--- src/rtl/pcp6_pkg.sv ---
package pcp6_pkg;

   localparam int LANES   = 8;
   localparam int COEF_W  = 16;
   localparam int DIG_W   = 6;
   localparam int WORD_W  = LANES * DIG_W;
   localparam int BYTE_W  = 8;
   localparam int BYTES   = WORD_W / BYTE_W;
   localparam int OP_W    = 2;
   localparam int RM_W    = 16;

   localparam int MODULUS_Q_DEFAULT = 7681;
   localparam logic [RM_W-1:0] RM_RESET = 16'd8737;

   // Bit position of the six-bit result inside the rounding product.
   localparam int ROUND_SHIFT = 26;
   // Rounding offset of the decompress path, half of 2^DIG_W.
   localparam int DEC_ROUND   = 32;

   localparam logic [OP_W-1:0] OP_COMPRESS   = 2'd0;
   localparam logic [OP_W-1:0] OP_COMPARE    = 2'd1;
   localparam logic [OP_W-1:0] OP_DECOMPRESS = 2'd2;

   // Load enables of the three lane pipeline stages.
   typedef struct packed {
      logic load_quo;
      logic load_rem;
      logic load_res;
   } pcp6_load_type;

endpackage

--- src/rtl/pcp6_lane.sv ---
module pcp6_lane #(
   parameter int MODULUS_Q = pcp6_pkg::MODULUS_Q_DEFAULT
) (
   input  logic                          clock,
   input  pcp6_pkg::pcp6_load_type       load,
   input  logic [pcp6_pkg::COEF_W-1:0]   coef,
   input  logic [pcp6_pkg::DIG_W-1:0]    digit,
   input  logic [pcp6_pkg::RM_W-1:0]     round_multiplier,
   output logic [pcp6_pkg::DIG_W-1:0]    comp,
   output logic [pcp6_pkg::COEF_W-1:0]   decomp
);
   import pcp6_pkg::*;

   // Reciprocal of the modulus; the quotient estimate is exact or one low.
   localparam logic [32:0] RECIP  = 33'((64'd1 << 32) / MODULUS_Q);
   localparam int          HALF_Q = MODULUS_Q / 2;

   logic [48:0]        quo_prod;
   logic [COEF_W-1:0]  quo_in, quo_ff, coef_ff;
   logic [DIG_W-1:0]   digit_q_ff, digit_r_ff;
   logic [31:0]        sub_prod;
   logic [16:0]        rem_raw;
   logic [COEF_W-1:0]  rem_in, rem_ff;
   logic [22:0]        scaled;
   logic [38:0]        round_prod;
   logic [21:0]        dec_prod;
   logic [22:0]        dec_sum;
   logic [DIG_W-1:0]   comp_in, comp_ff;
   logic [COEF_W-1:0]  decomp_in, decomp_ff;

   assign quo_prod = 49'(coef) * 49'(RECIP);
   assign quo_in   = quo_prod[47:32];

   assign sub_prod = 32'(quo_ff) * 32'(MODULUS_Q);
   assign rem_raw  = 17'(32'(coef_ff) - sub_prod);
   assign rem_in   = (rem_raw >= 17'(MODULUS_Q)) ? 16'(rem_raw - 17'(MODULUS_Q))
                                                 : 16'(rem_raw);

   assign scaled     = {1'b0, rem_ff, {DIG_W{1'b0}}} + 23'(HALF_Q);
   assign round_prod = 39'(scaled) * 39'(round_multiplier);
   assign comp_in    = round_prod[ROUND_SHIFT +: DIG_W];

   assign dec_prod  = 22'(digit_r_ff) * 22'(MODULUS_Q);
   assign dec_sum   = 23'(dec_prod) + 23'(DEC_ROUND);
   assign decomp_in = dec_sum[DIG_W +: COEF_W];

   always_ff @(posedge clock) begin
      if (load.load_quo) begin
         quo_ff     <= quo_in;
         coef_ff    <= coef;
         digit_q_ff <= digit;
      end
      if (load.load_rem) begin
         rem_ff     <= rem_in;
         digit_r_ff <= digit_q_ff;
      end
      if (load.load_res) begin
         comp_ff   <= comp_in;
         decomp_ff <= decomp_in;
      end
   end

   assign comp   = comp_ff;
   assign decomp = decomp_ff;

endmodule

--- config.mk ---
export PLATFORM = sky130hd
export DESIGN_NAME = pcp6_lane
export DESIGN_NICKNAME = d
export VERILOG_FILES = /design/src/rtl/pcp6_pkg.sv /design/src/rtl/pcp6_lane.sv
export SDC_FILE = /design/constraint.sdc
export NUM_CORES = 1
export LEC_CHECK = 0
export BUFFER_PORTS_ARGS = -buffer_cell sky130_fd_sc_hd__clkbuf_2
export CORE_MARGIN = 5
export CORE_UTILIZATION = 52
export DETAILED_ROUTE_END_ITERATION = 7
export GPL_ROUTABILITY_DRIVEN = 0
export PLACE_DENSITY = 0.83
export SYNTH_ARGS = -nofsm -noshare
export SYNTH_HDL_FRONTEND = slang
export SYNTH_SLANG_ARGS = --single-unit
--- constraint.sdc ---
create_clock -name clock -period 6.7 [get_ports clock]
set_clock_uncertainty 0.05 [all_clocks]
set_input_delay 0.335 -clock clock [delete_from_list [all_inputs] [get_ports clock]]
set_output_delay 0.335 -clock clock [all_outputs]
set_load 0.01 [all_outputs]
==> results.yml, run 1 <==
logic_synthesis:
  async_flop_share_pct: 0
  synth_top_area_share_pct: 33.7
  synth_top_family_by_area: "adder cells"
  seq_area_frac_synth_pct: 12.4
  synthMuxAreaShare_pct: 0.515
  synth.distinct_cells: 75
  avgSynthCellArea_um2: 9.66
  synth_compound_area_share_pct: 6.09
  yosys_register_bits: 66
  synth-xor-area-share_pct: 3.38
  synth_simple_gate_area_share_pct: 13.0
  syn_inst: 1661
  ys_warn_count: 0
  synth_edf_count: 66
  synth_ff_type: "edfxtp_1"
  yosysTopAreaCell: "fa_1"
  synthTopCellsByArea: "fa_1 34%, ha_1 20%, edfxtp_1 12%"
  synthAdderAreaFrac_pct: 53.5
  synth_area_mm2: 0.0160
flow_run:
  maxCapViolCount: 0
global_routing:
  grt_start_max_net_pins: 27
  grtUsageTotal_pct: 22.6
  antenna_found_initial: 0
  grt_pass1_wl_um: 62900
  gr-total-overflow: 0
  grt_pass1_vias: 13300
sta:
  max-slew-margin-rel_pct: 56.9
  finalSetupViolations: 5
  rsz0062_at_grt: "yes"
  period_minus_slack_ns: 7.13
  fin_crit_sh_pct: 106
  tns_ns: -1.48
  setup_ws_ns: -0.433
  worst-slew-pin-transition_ns: 0.646
  hold_violations: 0
  fmax_mhz: 140
  slew_viol_final: 0
finish:
  final_common_cell: "inv_1"
  diodes: 0
  final_cell_mix: "412 x inv_1, 265 x fa_1, 243 x ha_1"
  fillCellCount: 2355
  drive_above_1_share_pct: 15.4
  syn2layout_area_growth_pct: 14.6
  nets: 2357
route:
  vias: 12200
  drt-vias-per-instance: 5.56
  first_pass_iters: 5
  ant_nets: 0
  wl_per_cell_um: 17.8
  drt_iter0_drc: 1057
  drc: 0
  drt-total-wl_um: 38900
placement:
  numPortBuffers: 59
  hpwl_um: 29500
worst_setup_path:
  r2r_setup_slack_ns: -0.43
  start_kind: "register"
  reg2reg_to: "comp[3]$_DFFE_PP_"
  reg2reg_from: "rem_ff[2]$_DFFE_PP_"
  critPathMaxFanout: 7
  critPathKind: "register to register"
  r2r_cells: 25
  cp-endpoint: "comp[3]$_DFFE_PP_"
  arrival_ns: 7.18
  required_ns: 6.75
  endpoint_kind: "register"
  crit_start: "rem_ff[2]$_DFFE_PP_"
floorplan:
  die_h_um: 186
  initial_core_util_pct: 52.6
  coreArea_mm2: 0.0305
  io_pins: 64
  row_count: 64
  die-area_mm2: 0.0345
  die_w_um: 186
min_path:
  min_path_type: "input port to register"
clocking:
  clk_pin_slew_ns: 0.07
  htree_levels: 3
  numCtsBuffers: 9
  cts.path.max_buffers: 2
  cts_tree: "built"
  cts_sinks: 66
  clk_latency_ns: 0.35
  cts_root_buffer: "clkbuf_16"
  holdBufCountCts: 0
outcome:
  violations: "setup timing"
  status: "finished, violations left"
==> cells in the mapped netlist, types with 20 or more instances <==
cell and count:
clkbuf_1 37, xnor2_1 44, a21oi_1 26, nand3_1 20, a21o_1 23, o21ai_0 20
inv_1 425, nor2_1 27, nand2_1 143, and2_1 112, ha_1 254, fa_1 270
edfxtp_1 66
==> area by class of cell <==
cell class	count	area, µm²	area share, %
inverter	426	1610	8.76
clock inverter	7	109	0.592
clock buffer	9	225	1.22
multi-input combinational	1128	12800	69.8
tap	396	495	2.69
sequential	66	1980	10.8
timing repair buffer	160	1130	6.16
==> registers in the layout, indices dropped and copies added, names as in the netlist <==
register    flops
rem_ff         16
decomp         12
digit_r_ff      6
coef_ff        16
quo_ff          4
comp            6
digit_q_ff      6
==> worst max-delay path, stage by stage (launching register included) <==
cell	delay, ns
edfxtp_1	0.53
or4_4	0.68
nand2_4	0.13
xnor2_4	0.17
buf_6	0.17
buf_4	0.12
nand2_1	0.07
fa_1	0.53
inv_1	0.07
fa_1	0.46
fa_1	0.57
fa_1	0.45
fa_1	0.58
inv_1	0.07
fa_1	0.53
inv_1	0.04
ha_2	0.19
a21o_1	0.20
a21oi_4	0.14
o21ai_2	0.09
a211oi_2	0.26
o41ai_4	0.16
buf_4	0.17
a21o_1	0.17
buf_4	0.13
xor2_1	0.13
==> kinds of logic after synthesis <==
group	Yosys count
mux	8
fa+ha+maj	524
compound gates	134
other cells	1
simple gates	395
flops	66
buf+inv	471
xor+xnor	62
==> routing by layer <==
metal	vias up	GRT usage (%)	wire length [µm]
li1	5432	-	-
met1	6036	26.5	14000
met2	526	41.6	20000
met3	197	2.74	2470
met4	0	10.1	2500
met5	-	0	0
==> repair_timing <==
item / CTS / global route
endpoints found under the hold margin: 0 / 0
gates cloned: 0 / 1
buffers inserted: 13 / 17
endpoints found under the setup margin: 6 / 6
pin swaps: 42 / 50
resized for setup: 41 / 50
==> how the worst min path moves through the flow <==
stage	from	to	slack (ns)	cells after the start
floorplan	digit_q_ff[0]$_DFFE_PP_	digit_r_ff[0]$_DFFE_PP_	0.35	0
global placement	digit_q_ff[5]$_DFFE_PP_	digit_r_ff[5]$_DFFE_PP_	0.35	0
detailed placement	digit_q_ff[3]$_DFFE_PP_	digit_r_ff[3]$_DFFE_PP_	0.35	0
CTS	digit[5]	digit_q_ff[5]$_DFFE_PP_	0.1	1
global route	digit[5]	digit_q_ff[5]$_DFFE_PP_	0.09	1
finish	digit[5]	digit_q_ff[5]$_DFFE_PP_	0.12	1
==> stage by stage <==
| stage | setup WS (ns) | std cells | hold slack [ns] | utilization [%] | cell area (µm²) |
|---|---|---|---|---|---|
| 2_1_floorplan | 0.00445 | 1664 | 0.350 | - | 16300 |
| 3_3_place_gp | -0.348 | 2146 | 0.353 | 57.0 | 17400 |
| 3_5_place_dp | -0.642 | 2146 | 0.355 | 57.0 | 17400 |
| 4_1_cts | -0.293 | 2175 | 0.0996 | 59.2 | 18100 |
| 5_1_grt | -0.653 | 2192 | 0.0911 | 60.3 | 18400 |
| 6_report | -0.433 | 2192 | 0.116 | 60.3 | 18400 |
Power of run 1 is left out: the tool's default activity adds up to more than one toggle a clock period on the data nets, which glitch-free logic cannot reach.
==> inputs of run 2 (changes only) <==
--- a/config.mk
+++ b/config.mk
@@ -11,6 +11,7 @@
 export DETAILED_ROUTE_END_ITERATION = 7
 export GPL_ROUTABILITY_DRIVEN = 0
 export PLACE_DENSITY = 0.83
+export RECOVER_POWER = 25
 export SYNTH_ARGS = -nofsm -noshare
 export SYNTH_HDL_FRONTEND = slang
 export SYNTH_SLANG_ARGS = --single-unit
==> run 2 against run 1 <==
Net effect:
- the flow still finishes with violations (setup timing)
- non-clock buffer count is the same
- largest cell class unchanged
- routed wire length barely moved
- final cell count unchanged
- cell area decreased by 0.12%
- die area unchanged
- via count fell by 0.12%
- first-iteration DRC count is 1.2% higher
- maximum frequency about the same
- core utilization is 0.070 points lower
==> results.yml, run 2 (synthesized netlist as in run 1, its figures left out) <==
clocking:
  cts_root_buffer: "clkbuf_16"
  cts_tree: "built"
  clk_latency_ns: 0.35
  htree_levels: 3
  holdBufCountCts: 0
  numCtsBuffers: 9
  cts_sinks: 66
  cts.path.max_buffers: 2
  clk_pin_slew_ns: 0.07
sta:
  worst-slew-pin-transition_ns: 1.15
  rsz0062_at_grt: "yes"
  slew_viol_final: 0
  whs_ns: 0.116
  setup_ws_ns: -0.435
  fmax_mhz: 140
  hold_violations: 0
  period_minus_slack_ns: 7.14
  finalSetupViolations: 5
  fin_crit_sh_pct: 106
  max-slew-margin-rel_pct: 23.2
worst_setup_path:
  critPathKind: "register to register"
  path_common_cell: "fa_1"
  reg2reg_from: "rem_ff[2]$_DFFE_PP_"
  required_ns: 6.75
  critPathSlowestCell: "or4_4"
  critPathMaxFanout: 7
  r2r_cells: 25
  max_stage_delay_ns: 0.68
  crit_start: "rem_ff[2]$_DFFE_PP_"
  reg2reg_to: "comp[3]$_DFFE_PP_"
  start_kind: "register"
  endpoint_kind: "register"
  cp-endpoint: "comp[3]$_DFFE_PP_"
  r2r_setup_slack_ns: -0.44
  arrival_ns: 7.19
floorplan:
  coreArea_mm2: 0.0305
  die_w_um: 186
  row_count: 64
  die_h_um: 186
  die-area_mm2: 0.0345
  io_pins: 64
  initial_core_util_pct: 52.6
global_routing:
  grtUsageTotal_pct: 22.6
  grt_pass1_wl_um: 62900
  grt_start_max_net_pins: 27
  grt_pass1_vias: 13300
  gr-total-overflow: 0
  antenna_found_initial: 0
finish:
  fillCellCount: 2366
  syn2layout_area_growth_pct: 14.5
  final_cell_mix: "412 x inv_1, 265 x fa_1, 243 x ha_1"
  nets: 2357
  drive_above_1_share_pct: 14.5
  diodes: 0
  final_common_cell: "inv_1"
placement:
  hpwl_um: 29500
  numPortBuffers: 59
  place_ws_ns: -0.642
route:
  drc: 0
  drt-total-wl_um: 38900
  wl_per_cell_um: 17.8
  drt-vias-per-instance: 5.55
  vias: 12200
  ant_nets: 0
  drt_iter0_drc: 1070
  first_pass_iters: 8
min_path:
  min_path_type: "input port to register"
flow_run:
  maxCapViolCount: 0
outcome:
  violations: "setup timing"
  status: "finished, violations left"
-- run 2: cell counts in the layout (fill, tap and decap cells not counted) --
No cell type changed its count.
-- run 2: metal layers --
layer / track usage, % / wire (µm) / vias up
met5: 0 / 0 / -
met3: 2.74 / 2630 / 197
li1: - / - / 5432
met4: 10.1 / 2450 / 0
met2: 41.6 / 20000 / 520
met1: 26.5 / 13900 / 6027
-- run 2: what timing repair did --
action	4_1_cts	5_1_grt
cloned	0	1
setup endpoints to repair	6	6
pin swaps	42	50
resized for setup	41	50
buffers inserted	13	17
-- run 2: worst max-delay path: cells and delay by family (launching register included) --
| family | cells | cell delay [ns] |
|---|---|---|
| flip-flops | 1 | 0.53 |
| adder cells (fa/ha/maj) | 7 | 3.31 |
| AO/OA/AOI/OAI | 6 | 1.03 |
| XOR/XNOR | 2 | 0.29 |
| buffers and inverters | 7 | 0.77 |
| AND/OR/NAND/NOR | 3 | 0.88 |
-- run 2: stage by stage --
step	setup TNS [ns]	util, %	std cells	instance area, µm²
CTS	-0.816	59.2	2175	18100
finish	-1.49	60.2	2192	18400
global route	-2.52	60.2	2192	18400
global placement	-1.03	57.0	2146	17400
floorplan	0	-	1664	16300
detailed placement	-2.24	57.0	2146	17400
-- run 2: layout make-up --
cell class / instances / area [µm²] / area share (%)
multi-input cells: 1128 / 12800 / 69.9
well taps: 396 / 495 / 2.70
clock buffers: 9 / 225 / 1.23
flip-flops and latches: 66 / 1980 / 10.8
inverters: 426 / 1610 / 8.77
clock inverters: 7 / 109 / 0.593
repair buffers: 160 / 1110 / 6.05
-- run 2: how the worst min path moves through the flow --
stage,from,end,cells past startpoint
floorplan,digit_q_ff[0]$_DFFE_PP_,digit_r_ff[0]$_DFFE_PP_,0
global placement,digit_q_ff[5]$_DFFE_PP_,digit_r_ff[5]$_DFFE_PP_,0
detailed placement,digit_q_ff[3]$_DFFE_PP_,digit_r_ff[3]$_DFFE_PP_,0
CTS,digit[5],digit_q_ff[5]$_DFFE_PP_,1
global route,digit[5],digit_q_ff[5]$_DFFE_PP_,1
finish,digit[5],digit_q_ff[5]$_DFFE_PP_,1
Power of run 2 is left out for the same reason.
